## src/design/control_packet_validator_macros.svh

```systemverilog
// ----------------------------------------------------------------------------
// Control packet validator assertion macros
// Shared concurrent assertion forms for the validator RTL.
// ----------------------------------------------------------------------------
`ifndef CONTROL_PACKET_VALIDATOR_MACROS_SVH
`define CONTROL_PACKET_VALIDATOR_MACROS_SVH

// Same-cycle implication, held off during reset.
`define CPV_ASSERT_IMPLIES(label, clk, rst_n, ante, cons) \
    label: assert property (@(posedge clk) disable iff (!rst_n) (ante) |-> (cons)) \
        else $error("control_packet_validator: same-cycle check failed");

// Next-cycle implication, held off during reset.
`define CPV_ASSERT_NEXT(label, clk, rst_n, ante, cons) \
    label: assert property (@(posedge clk) disable iff (!rst_n) (ante) |=> (cons)) \
        else $error("control_packet_validator: next-cycle check failed");

`endif

```

## src/design/cpv_pkg.sv

```systemverilog
// ----------------------------------------------------------------------------
// cpv_pkg
// Types, constants and the CRC-32 byte step for the control packet validator.
// ----------------------------------------------------------------------------
package cpv_pkg;

    localparam int POS_W       = 6;
    localparam int CMD_W       = 16;
    localparam int CFG_INDEX_W = 1;
    localparam int CFG_DATA_W  = 16;

    localparam logic [POS_W-1:0] PACKET_BYTES = 6'd40;
    localparam logic [POS_W-1:0] POS_MAX      = 6'd63;
    localparam logic [POS_W-1:0] POS_VERSION0 = 6'd4;
    localparam logic [POS_W-1:0] POS_VERSION1 = 6'd5;
    localparam logic [POS_W-1:0] POS_CMD_LO   = 6'd6;
    localparam logic [POS_W-1:0] POS_CMD_HI   = 6'd7;
    localparam logic [POS_W-1:0] POS_SIZE_LO  = 6'd8;
    localparam logic [POS_W-1:0] POS_CRC      = 6'd12;
    localparam logic [POS_W-1:0] POS_SEQ      = 6'd16;
    localparam logic [POS_W-1:0] POS_TS       = 6'd24;
    localparam logic [POS_W-1:0] POS_RESV     = 6'd32;

    // "SVTC" in arrival order, byte 0 in the low lane
    localparam logic [31:0] MAGIC_WORD    = 32'h4354_5653;
    localparam logic [7:0]  VERSION_LO    = 8'd1;
    localparam logic [7:0]  DECLARED_SIZE = 8'd40;

    localparam logic [31:0] CRC_POLY = 32'hEDB8_8320;
    localparam logic [31:0] CRC_INIT = 32'hFFFF_FFFF;

    localparam logic [CFG_INDEX_W-1:0] REG_COMMAND_MIN = 1'b0;
    localparam logic [CFG_INDEX_W-1:0] REG_COMMAND_MAX = 1'b1;

    localparam logic [3:0] ERR_NONE      = 4'd0;
    localparam logic [3:0] ERR_SIZE      = 4'd1;
    localparam logic [3:0] ERR_MAGIC     = 4'd2;
    localparam logic [3:0] ERR_VERSION   = 4'd3;
    localparam logic [3:0] ERR_COMMAND   = 4'd4;
    localparam logic [3:0] ERR_DECLARED  = 4'd5;
    localparam logic [3:0] ERR_CRC       = 4'd6;
    localparam logic [3:0] ERR_RESERVED  = 4'd7;
    localparam logic [3:0] ERR_TIMESTAMP = 4'd8;

    typedef struct packed {
        logic [7:0] data_byte;
        logic       last_byte;
    } in_item_t;

    typedef struct packed {
        logic [3:0]         error_code;
        logic [CMD_W-1:0]   command_code;
        logic [63:0]        sequence_number;
        logic signed [63:0] timestamp_ns;
    } out_item_t;

    function automatic logic [31:0] crc32_byte(input logic [31:0] crc, input logic [7:0] b);
        logic [31:0] c;
        c = crc ^ {24'd0, b};
        for (int k = 0; k < 8; k++) begin
            c = c[0] ? ((c >> 1) ^ CRC_POLY) : (c >> 1);
        end
        return c;
    endfunction

endpackage

```

## src/design/cpv_packet_check.sv

```systemverilog
// ----------------------------------------------------------------------------
// cpv_packet_check
// Per-packet state: byte count, header checks, field capture and running CRC.
// Gives the result for the current byte as if it were the last one.
// ----------------------------------------------------------------------------
module cpv_packet_check (
    input  logic                                 clk,
    input  logic                                 rst_n,
    input  logic                                 accept,
    input  cpv_pkg::in_item_t                    item,
    input  logic [cpv_pkg::CMD_W-1:0]            command_min,
    input  logic [cpv_pkg::CMD_W-1:0]            command_max,
    output cpv_pkg::out_item_t                   result
);
    import cpv_pkg::*;

    logic [POS_W-1:0] pos_reg,      pos_next,      pos_upd;
    logic [2:0]       hdr_err_reg,  hdr_err_next,  hdr_err_upd;
    logic [31:0]      rx_crc_reg,   rx_crc_next,   rx_crc_upd;
    logic [31:0]      crc_reg,      crc_next,      crc_upd;
    logic [CMD_W-1:0] cmd_reg,      cmd_next,      cmd_upd;
    logic [63:0]      seq_reg,      seq_next,      seq_upd;
    logic [63:0]      ts_reg,       ts_next,       ts_upd;
    logic             resv_reg,     resv_next,     resv_upd;

    logic [7:0]       b;
    logic [CMD_W-1:0] cmd_full;
    logic [2:0]       flag_code;
    logic             flag_hit;
    logic [3:0]       code;

    assign b        = item.data_byte;
    assign cmd_full = {b, cmd_reg[7:0]};

    always_comb
    begin
        pos_upd     = (pos_reg == POS_MAX) ? pos_reg : pos_reg + 1'b1;
        rx_crc_upd  = rx_crc_reg;
        crc_upd     = crc_reg;
        cmd_upd     = cmd_reg;
        seq_upd     = seq_reg;
        ts_upd      = ts_reg;
        resv_upd    = resv_reg;
        flag_hit    = 1'b0;
        flag_code   = ERR_NONE[2:0];

        priority if (pos_reg < POS_VERSION0)
        begin
            flag_hit  = (b != MAGIC_WORD[{pos_reg[1:0], 3'b000} +: 8]);
            flag_code = ERR_MAGIC[2:0];
        end
        else if (pos_reg == POS_VERSION0)
        begin
            flag_hit  = (b != VERSION_LO);
            flag_code = ERR_VERSION[2:0];
        end
        else if (pos_reg == POS_VERSION1)
        begin
            flag_hit  = (b != 8'd0);
            flag_code = ERR_VERSION[2:0];
        end
        else if (pos_reg == POS_CMD_LO)
        begin
            cmd_upd = {8'd0, b};
        end
        else if (pos_reg == POS_CMD_HI)
        begin
            cmd_upd   = cmd_full;
            flag_hit  = (cmd_full < command_min) || (cmd_full > command_max);
            flag_code = ERR_COMMAND[2:0];
        end
        else if (pos_reg < POS_CRC)
        begin
            flag_hit  = (b != ((pos_reg == POS_SIZE_LO) ? DECLARED_SIZE : 8'd0));
            flag_code = ERR_DECLARED[2:0];
        end
        else if (pos_reg < POS_SEQ)
        begin
            rx_crc_upd[{pos_reg[1:0], 3'b000} +: 8] = b;
        end
        else if (pos_reg < PACKET_BYTES)
        begin
            crc_upd = crc32_byte(crc_reg, b);
            priority if (pos_reg < POS_TS)
            begin
                seq_upd[{pos_reg[2:0], 3'b000} +: 8] = b;
            end
            else if (pos_reg < POS_RESV)
            begin
                ts_upd[{pos_reg[2:0], 3'b000} +: 8] = b;
            end
            else
            begin
                resv_upd = resv_reg | (b != 8'd0);
            end
        end
        else
        begin
            flag_hit = 1'b0;
        end

        hdr_err_upd = (hdr_err_reg == ERR_NONE[2:0] && flag_hit) ? flag_code : hdr_err_reg;
    end

    always_comb
    begin
        priority if (pos_upd != PACKET_BYTES)
            code = ERR_SIZE;
        else if (hdr_err_upd != ERR_NONE[2:0])
            code = {1'b0, hdr_err_upd};
        else if (~crc_upd != rx_crc_upd)
            code = ERR_CRC;
        else if (resv_upd)
            code = ERR_RESERVED;
        else if (ts_upd == 64'd0 || ts_upd[63])
            code = ERR_TIMESTAMP;
        else
            code = ERR_NONE;

        result.error_code      = code;
        result.command_code    = (code == ERR_NONE) ? cmd_upd : '0;
        result.sequence_number = (code == ERR_NONE) ? seq_upd : '0;
        result.timestamp_ns    = (code == ERR_NONE) ? ts_upd  : '0;
    end

    always_comb
    begin
        pos_next     = pos_reg;
        hdr_err_next = hdr_err_reg;
        rx_crc_next  = rx_crc_reg;
        crc_next     = crc_reg;
        cmd_next     = cmd_reg;
        seq_next     = seq_reg;
        ts_next      = ts_reg;
        resv_next    = resv_reg;
        if (accept)
        begin
            if (item.last_byte)
            begin
                pos_next     = '0;
                hdr_err_next = '0;
                rx_crc_next  = '0;
                crc_next     = CRC_INIT;
                cmd_next     = '0;
                seq_next     = '0;
                ts_next      = '0;
                resv_next    = 1'b0;
            end
            else
            begin
                pos_next     = pos_upd;
                hdr_err_next = hdr_err_upd;
                rx_crc_next  = rx_crc_upd;
                crc_next     = crc_upd;
                cmd_next     = cmd_upd;
                seq_next     = seq_upd;
                ts_next      = ts_upd;
                resv_next    = resv_upd;
            end
        end
    end

    always_ff @(posedge clk or negedge rst_n)
    begin
        if (!rst_n)
        begin
            pos_reg     <= '0;
            hdr_err_reg <= '0;
            rx_crc_reg  <= '0;
            crc_reg     <= CRC_INIT;
            cmd_reg     <= '0;
            seq_reg     <= '0;
            ts_reg      <= '0;
            resv_reg    <= 1'b0;
        end
        else
        begin
            pos_reg     <= pos_next;
            hdr_err_reg <= hdr_err_next;
            rx_crc_reg  <= rx_crc_next;
            crc_reg     <= crc_next;
            cmd_reg     <= cmd_next;
            seq_reg     <= seq_next;
            ts_reg      <= ts_next;
            resv_reg    <= resv_next;
        end
    end

endmodule

```

## src/design/control_packet_validator.sv

```systemverilog
// ----------------------------------------------------------------------------
// control_packet_validator
// Checks a 40-byte control packet streamed one byte per transaction and
// reports one result transaction on the marked last byte.
// ----------------------------------------------------------------------------
// The result is registered and valid in the cycle after the last byte is accepted.
// Throughput: one byte per cycle while the input is not stalled; the byte-wide CRC step
// and field checks sit between the byte input and the result register.
// Input stalls only while a result is held and the output is stalled.
// Reset clears packet state, output valid, and sets command range to 0..65535.
`include "control_packet_validator_macros.svh"

module control_packet_validator (
    input  logic                                 clk,
    input  logic                                 rst_n,
    input  logic                                 in_valid,
    output logic                                 in_stall,
    input  cpv_pkg::in_item_t                    in_data,
    output logic                                 out_valid,
    input  logic                                 out_stall,
    output cpv_pkg::out_item_t                   out_data,
    input  logic                                 cfg_write,
    input  logic [cpv_pkg::CFG_INDEX_W-1:0]      cfg_index,
    input  logic [cpv_pkg::CFG_DATA_W-1:0]       cfg_data
);
    import cpv_pkg::*;

    logic [CMD_W-1:0] cmd_min_reg, cmd_min_next;
    logic [CMD_W-1:0] cmd_max_reg, cmd_max_next;
    logic             out_valid_reg, out_valid_next;
    out_item_t        out_data_reg;
    out_item_t        result;
    logic             accept;
    logic             finish;
    logic             out_error;
    logic             fields_zero;

    assign in_stall  = out_valid_reg && out_stall;
    assign accept    = in_valid && !in_stall;
    assign finish    = accept && in_data.last_byte;
    assign out_valid = out_valid_reg;
    assign out_data  = out_data_reg;

    cpv_packet_check u_check (
        .clk         (clk),
        .rst_n       (rst_n),
        .accept      (accept),
        .item        (in_data),
        .command_min (cmd_min_reg),
        .command_max (cmd_max_reg),
        .result      (result)
    );

    always_comb
    begin
        cmd_min_next = cmd_min_reg;
        cmd_max_next = cmd_max_reg;
        if (cfg_write)
        begin
            unique case (cfg_index)
                REG_COMMAND_MIN: cmd_min_next = cfg_data;
                REG_COMMAND_MAX: cmd_max_next = cfg_data;
                default:         cmd_min_next = cmd_min_reg;
            endcase
        end
    end

    always_comb
    begin
        priority if (finish)
            out_valid_next = 1'b1;
        else if (!out_stall)
            out_valid_next = 1'b0;
        else
            out_valid_next = out_valid_reg;
    end

    always_ff @(posedge clk or negedge rst_n)
    begin
        if (!rst_n)
        begin
            cmd_min_reg   <= '0;
            cmd_max_reg   <= '1;
            out_valid_reg <= 1'b0;
        end
        else
        begin
            cmd_min_reg   <= cmd_min_next;
            cmd_max_reg   <= cmd_max_next;
            out_valid_reg <= out_valid_next;
        end
    end

    always_ff @(posedge clk)
    begin
        if (finish)
        begin
            out_data_reg <= result;
        end
    end

    assign out_error   = (out_data.error_code != ERR_NONE);
    assign fields_zero = (out_data.command_code == '0) && (out_data.sequence_number == '0)
                         && (out_data.timestamp_ns == '0);

    `CPV_ASSERT_NEXT(a_last_gives_result, clk, rst_n, finish, out_valid)
    `CPV_ASSERT_IMPLIES(a_no_overrun, clk, rst_n, out_valid && out_stall, !accept)
    `CPV_ASSERT_IMPLIES(a_code_range, clk, rst_n, out_valid, out_data.error_code <= ERR_TIMESTAMP)
    `CPV_ASSERT_IMPLIES(a_fields_zero_on_error, clk, rst_n, out_valid && out_error, fields_zero)

endmodule

```

## config.mk

```make
export PLATFORM = sky130hd
export DESIGN_NAME = control_packet_validator
export DESIGN_NICKNAME = d
export VERILOG_FILES = /design/src/design/cpv_pkg.sv /design/src/design/cpv_packet_check.sv /design/src/design/control_packet_validator.sv
export VERILOG_INCLUDE_DIRS = /design/src /design/src/design
export SDC_FILE = /design/constraint.sdc
export NUM_CORES = 1
export LEC_CHECK = 0
export ABC_AREA = 0
export BUFFER_PORTS_ARGS = -buffer_cell sky130_fd_sc_hd__buf_2
export CAP_MARGIN = 20
export CORE_UTILIZATION = 50
export DETAILED_ROUTE_END_ITERATION = 10
export PLACE_DENSITY = 0.66
export REMOVE_ABC_BUFFERS = 1
export SYNTH_ARGS = -nofsm -noshare
export SYNTH_HDL_FRONTEND = slang
export SYNTH_SLANG_ARGS = --single-unit
```

## constraint.sdc

```tcl
create_clock -name clk -period 8.45 [get_ports clk]
set_input_delay 1.2675 -clock clk [delete_from_list [all_inputs] [get_ports clk]]
set_output_delay 1.2675 -clock clk [all_outputs]
set_load 0.005 [all_outputs]
```

==> results.yml, run 1 <==
run_status:
  outcome: "finished clean"
setup_path:
  end_kind: "flop"
  r2r-start: "u_check.pos_reg[0]"
  crit_path_max_fanout: 44
  required_ns: 8.76
  regToRegSetupSlack_ns: 2.15
  crit_path_start_kind: "flop"
  rr_endpoint: "out_data[71]"
  crit_type: "flop to flop"
  rr_worst_depth: 13
  cp_data_arrival_time_ns: 6.61
yosys:
  postSynthAreaPerCell_um2: 10.8
  ys_seq_area_frac: 0.505
  synth_area_mm2: 0.0214
  synthFlopType: "dfrtp_1"
  synth_top_area_cell: "dfrtp_1"
  yosys-top-cells-count: "dfrtp_1, nand2_1, edfxtp_1, nor2_1, a21oi_1"
  ys_types: 78
  synth_area_leaders: "dfrtp_1, edfxtp_1, dfstp_2"
  ys_ff_latch: 399
  netlist_instances: 1980
  synthMostInstantiatedCell: "dfrtp_1"
  synth_top_area_frac: 0.238
  async_flop_share: 0.629
  synth_edf_count: 148
  yosysWarnings: 0
cells_and_area:
  largest_reg_flops: 148
  drive_gt1_frac: 0.214
  multi_input_area_mm2: 0.00978
  fillers: 3609
  area_growth_pct: 13.3
  ff_latch_area_mm2: 0.0108
  nets: 2165
  fin_area_mm2: 0.0242
placement:
  routabilityCongestion: 0.976
  place_ws_ns: 1.92
  hpwlAfterDp_um: 43200
  placement.io_buffers: 180
  placed_cell_area_mm2: 0.0226
sta:
  fin_crit_sh: 0.746
  rsz0062_at_grt: "false"
  timing.hold.ws_ns: 0.477
  relSlewSlack: 0.250
  tightest_slew_ns: 1.12
  fin_skew_ns: 0.0204
  setup_viol: 0
  fin_ws_ns: 2.15
  hold_viol: 0
  drv_slew: 0
  period_minus_slack_ns: 6.30
  fmax_ghz: 0.159
detailed_routing:
  antenna_left: 0
  num_vias: 16400
  drtPass1Iterations: 5
  drtIter0Drc: 1437
  vias_per_cell: 6.16
  wire_per_inst_um: 23.6
  routed_wl_um: 63000
  drc: 0
power_and_ir_drop:
  seq_power_share: 0.436
  p_int_uw: 3460
  p_per_area_mw_per_mm2: 200
  p_sw_uw: 1370
  total_leakage_power_uw: 0.00978
  p_clk_frac: 0.410
  p_sw_frac: 0.284
  comb_power_share: 0.154
  vdd_drop_max_uv: 142
die:
  dieHeight_um: 209
  core-area_mm2: 0.0420
  dieWidth_um: 209
  ios: 181
  fp.dieArea_mm2: 0.0435
  num_rows: 75
  initial_utilization: 0.508
clock_tree:
  cts_tree: "yes"
  insertion_delay_ns: 0.59
  cts_buffers: 44
  cts_setup_buffers: 0
  ctsHoldBuffers: 0
  htree_levels: 2
  clock_sinks: 399
  post_cts_resize_count: 0
  cts_root_buffer: "clkbuf_16"
  cts_buffer_depth: 3
  clkTransAtPathRegs_ns: 0.06
min_path:
  min_path_type: "flop to flop"
  hold_end: "u_check.seq_reg[51]"
  holdPathStages: 2
  worstHoldStart: "u_check.seq_reg[51]"
flow_run:
  drv_cap: 0
global_route:
  grtUsageMet2: 0.465
  grt_remaining_overflow: 0
  gr-usage-met3: 0.0415
  grtUsageTotal: 0.290
  grt_max_degree: 99
  grt.busiest_layer: "met2"
  grt_pass1_wl_um: 97100
  grt_pass1_vias: 15900
  antenna_found_initial: 3
  gr-usage-met1: 0.406
[routing by layer]
layer  vias up  share of wire
li1       7478              -
met1      8170           0.43
met2       661           0.47
met3       132          0.069
met4         0          0.031
met5         -              0
[layout by cell type, fill, tap and decap left out, types with 22 or more instances in the layout]
master     instances
a21oi_1          114
a22o_1            90
and4_1            23
buf_2            179
buf_4             27
clkbuf_16         45
dfrtp_1          203
dfstp_2           48
edfxtp_1         148
ha_1              39
inv_1             52
mux2i_1           94
nand2_1          164
nor2_1           135
nor2b_1           22
nor3_1            86
nor3_2            71
o21ai_0          108
o21ai_1           25
xnor2_1           56
xor2_1            37
[power by group through the flow]
| stage | Clock (uW) | Sequential [uW] | Combinational (uW) |
|---|---|---|---|
| global route | 2080 | 2110 | 807 |
| detailed placement | 0 | 2150 | 721 |
| floorplan | 0 | 2140 | 430 |
| finish | 1980 | 2110 | 744 |
| CTS | 2020 | 2110 | 725 |
| global placement | 0 | 2140 | 709 |
[worst max path at each step]
stage	start	endpoint	slack (ns)	depth (start not counted)
2_1_floorplan	u_check.pos_reg[5]	out_data[70]	-0.53	9
3_3_place_gp	in_data[6]	out_data[32]	2.04	12
3_5_place_dp	in_data[6]	out_data[32]	1.92	12
4_1_cts	u_check.pos_reg[0]	out_data[71]	2.31	13
5_1_grt	u_check.pos_reg[0]	out_data[71]	1.68	13
6_report	u_check.pos_reg[0]	out_data[71]	2.15	13
[through the flow]
stage	std cells	total power, uW	setup TNS (ns)	utilization
after global placement	2581	2850	0	0.537
after CTS	2665	4850	0	0.574
after floorplan	1834	2570	-14.04	-
after global routing	2670	5010	0	0.576
after detailed placement	2583	2870	0	0.538
final	2671	4840	0	0.576
[logic make-up after synthesis]
group / Yosys count / share of synthesized area
muxes: 114 / 0.0546
AOI/OAI and AO/OA: 474 / 0.150
xor gates and xnor gates: 117 / 0.0644
and+or+nand+nor: 637 / 0.164
other: 1 / 0.000176
DFF: 399 / 0.505
adders and majority gates: 39 / 0.0228
buffers and inverters: 199 / 0.0391
[critical path, stage by stage, from the launching register on]
cell and delay (ns):
dfrtp_1 0.74, inv_1 0.20, ha_1 0.53, ha_1 0.46
nor4bb_1 0.84, nand4_1 0.77, nand2_1 0.36, and4_1 0.23
nand4_1 0.12, nor4_1 0.33, a31oi_1 0.23, nand3_4 0.44
buf_4 0.59, nor3_1 0.11
[layout make-up]
class / count / area share
sequential: 399 / 0.446
multi-input combinational: 1382 / 0.404
timing repair buffer: 215 / 0.0521
clock buffer: 61 / 0.0519
tap: 539 / 0.0279
clock inverter: 21 / 0.00967
inverter: 53 / 0.00843
antenna: 1 / 0.000103
No activity file was read; power rests on OpenSTA's default activity.
==> inputs of run 2 (changes only) <==
Clock period 8.45 ns to 6.2 ns, I/O delays scaled along.
==> run 2 against run 1 <==
  * Global-route usage down 0.78 points
  * Total power up 35%
  * Sequential share of layout area down 0.12 points
  * Critical path type unchanged
  * Flip-flop and latch count unchanged
  * Maximum frequency up 15%
  * Via count up 0.32%
  * Wire length down 1.5%
==> results.yml, run 2 (synthesis gave the netlist of run 1 again) <==
run_status:
  outcome: "finished clean"
cells_and_area:
  fin_cells: 2691
  layout_commonest_cell: "dfrtp_1"
  drive_gt1_frac: 0.223
  largest_reg_flops: 148
  multi_input_area_mm2: 0.00978
  nets: 2186
  diodes: 0
  area_growth_pct: 13.6
  fillers: 3612
  most-common-layout-cells: "dfrtp_1, buf_2, nand2_1, edfxtp_1, nor2_1"
  ff_latch_area_mm2: 0.0108
placement:
  post-place-cells: 2607
  hpwlAfterDp_um: 42700
  routabilityCongestion: 0.934
  placement.io_buffers: 180
clock_tree:
  ctsHoldBuffers: 0
  cts_buffer_depth: 3
  insertion_delay_ns: 0.59
  cts_buffers: 44
  post_cts_resize_count: 0
  cts_tree: "yes"
  clock_sinks: 399
  cts_root_buffer: "clkbuf_16"
  cts_setup_buffers: 0
  htree_levels: 2
  clkTransAtPathRegs_ns: 0.06
die:
  ios: 181
  dieWidth_um: 209
  dieHeight_um: 209
  initial_utilization: 0.508
  core-area_mm2: 0.0420
  num_rows: 75
  fp.dieArea_mm2: 0.0435
setup_path:
  setup.worst_path.start: "u_check.pos_reg[1]"
  crit_type: "flop to flop"
  required_ns: 6.50
  crit_path_max_fanout: 44
  regToRegSetupSlack_ns: 0.71
  critPathCapture: "out_data[77]"
  crit_path_start_kind: "flop"
  rr_endpoint: "out_data[77]"
  rr_worst_depth: 12
  r2r-start: "u_check.pos_reg[1]"
  cp_data_arrival_time_ns: 5.78
  end_kind: "flop"
sta:
  fin_skew_ns: 0.0306
  drv_slew: 0
  relSlewSlack: 0.361
  hold_viol: 0
  setup_viol: 0
  period_minus_slack_ns: 5.49
  tightest_slew_ns: 0.946
  fin_crit_sh: 0.885
  fmax_ghz: 0.182
  timing.hold.ws_ns: 0.295
  rsz0062_at_grt: "false"
power_and_ir_drop:
  p_int_uw: 4670
  total_leakage_power_uw: 0.00984
  fin_total_pwr_uw: 6540
  p_sw_uw: 1880
  p_clk_frac: 0.408
  vdd_drop_max_uv: 202
  seq_power_share: 0.438
  p_sw_frac: 0.287
  p_per_area_mw_per_mm2: 270
  comb_power_share: 0.154
global_route:
  antenna_found_initial: 1
  gr-usage-met3: 0.0332
  gr-usage-met1: 0.394
  grt_pass1_vias: 15900
  grtUsageMet2: 0.445
  grtUsageTotal: 0.283
  grt_pass1_wl_um: 94900
  grt_remaining_overflow: 0
  grt.busiest_layer: "met2"
  grt_max_degree: 127
detailed_routing:
  antenna_left: 0
  drtIter0Drc: 1685
  wire_per_inst_um: 23.1
  vias_per_cell: 6.13
  drtPass1Iterations: 5
  num_vias: 16500
  routed_wl_um: 62100
  drc: 0
min_path:
  min_path_type: "input port to async pin"
flow_run:
  drv_cap: 0
[run 2: changes by cell type in the layout (fill, tap and decap cells not counted), moves of 2 or more]
cell,delta
clkbuf_1,-4
clkbuf_8,-5
buf_4,+24
clkinvlp_4,+2
clkinv_2,+6
buf_16,-3
[run 2: layout make-up]
cell class	count	area share
Timing Repair Buffer	236	0.0560
Tap cell	539	0.0278
Clock buffer	51	0.0473
Clock inverter	31	0.0129
Multi-Input combinational cell	1382	0.403
Inverter	53	0.00840
Sequential cell	399	0.444
[run 2: stage by stage]
step           TNS (ns)  instance area (um^2)  setup WS, ns   util
6_report              0                 24300         0.712  0.577
5_1_grt               0                 24300         0.636  0.577
4_1_cts               0                 24200         0.955  0.577
3_5_place_dp          0                 22800         0.925  0.542
3_3_place_gp          0                 22800         0.955  0.542
2_1_floorplan   -335.18                 20700         -2.78      -
[run 2: worst min-delay path by stage]
stage / cells after the start / to
after detailed placement: 2 / u_check.seq_reg[54]
after floorplan: 2 / u_check.seq_reg[54]
after global placement: 2 / u_check.seq_reg[54]
final: 1 / u_check.seq_reg[60]
after CTS: 1 / u_check.seq_reg[60]
after global routing: 1 / u_check.seq_reg[63]
[run 2: power by group through the flow]
stage	clock network (uW)	registers (uW)	logic, uW
3_5_place_dp	0	2920	999
5_1_grt	2810	2870	1090
4_1_cts	2710	2870	1000
3_3_place_gp	0	2910	985
2_1_floorplan	0	2920	586
6_report	2670	2870	1010
[run 2: worst max-delay path: stages (launching register included)]
cell and delay (ns):
dfrtp_1 0.49, inv_1 0.13, ha_1 0.55, nor3_1 0.48, and4_1 0.81, nand2_1 0.13
a2111oi_0 0.56, nand4_1 0.15, nor4_1 0.41, a31oi_1 0.28, nand3_4 0.45, buf_4 0.55
nor3_1 0.14
[run 2: routing by layer]
metal	wire (um)	vias up
met5	8	-
met4	2460	2
met3	4080	140
met2	28900	706
met1	26600	8130
li1	-	7515
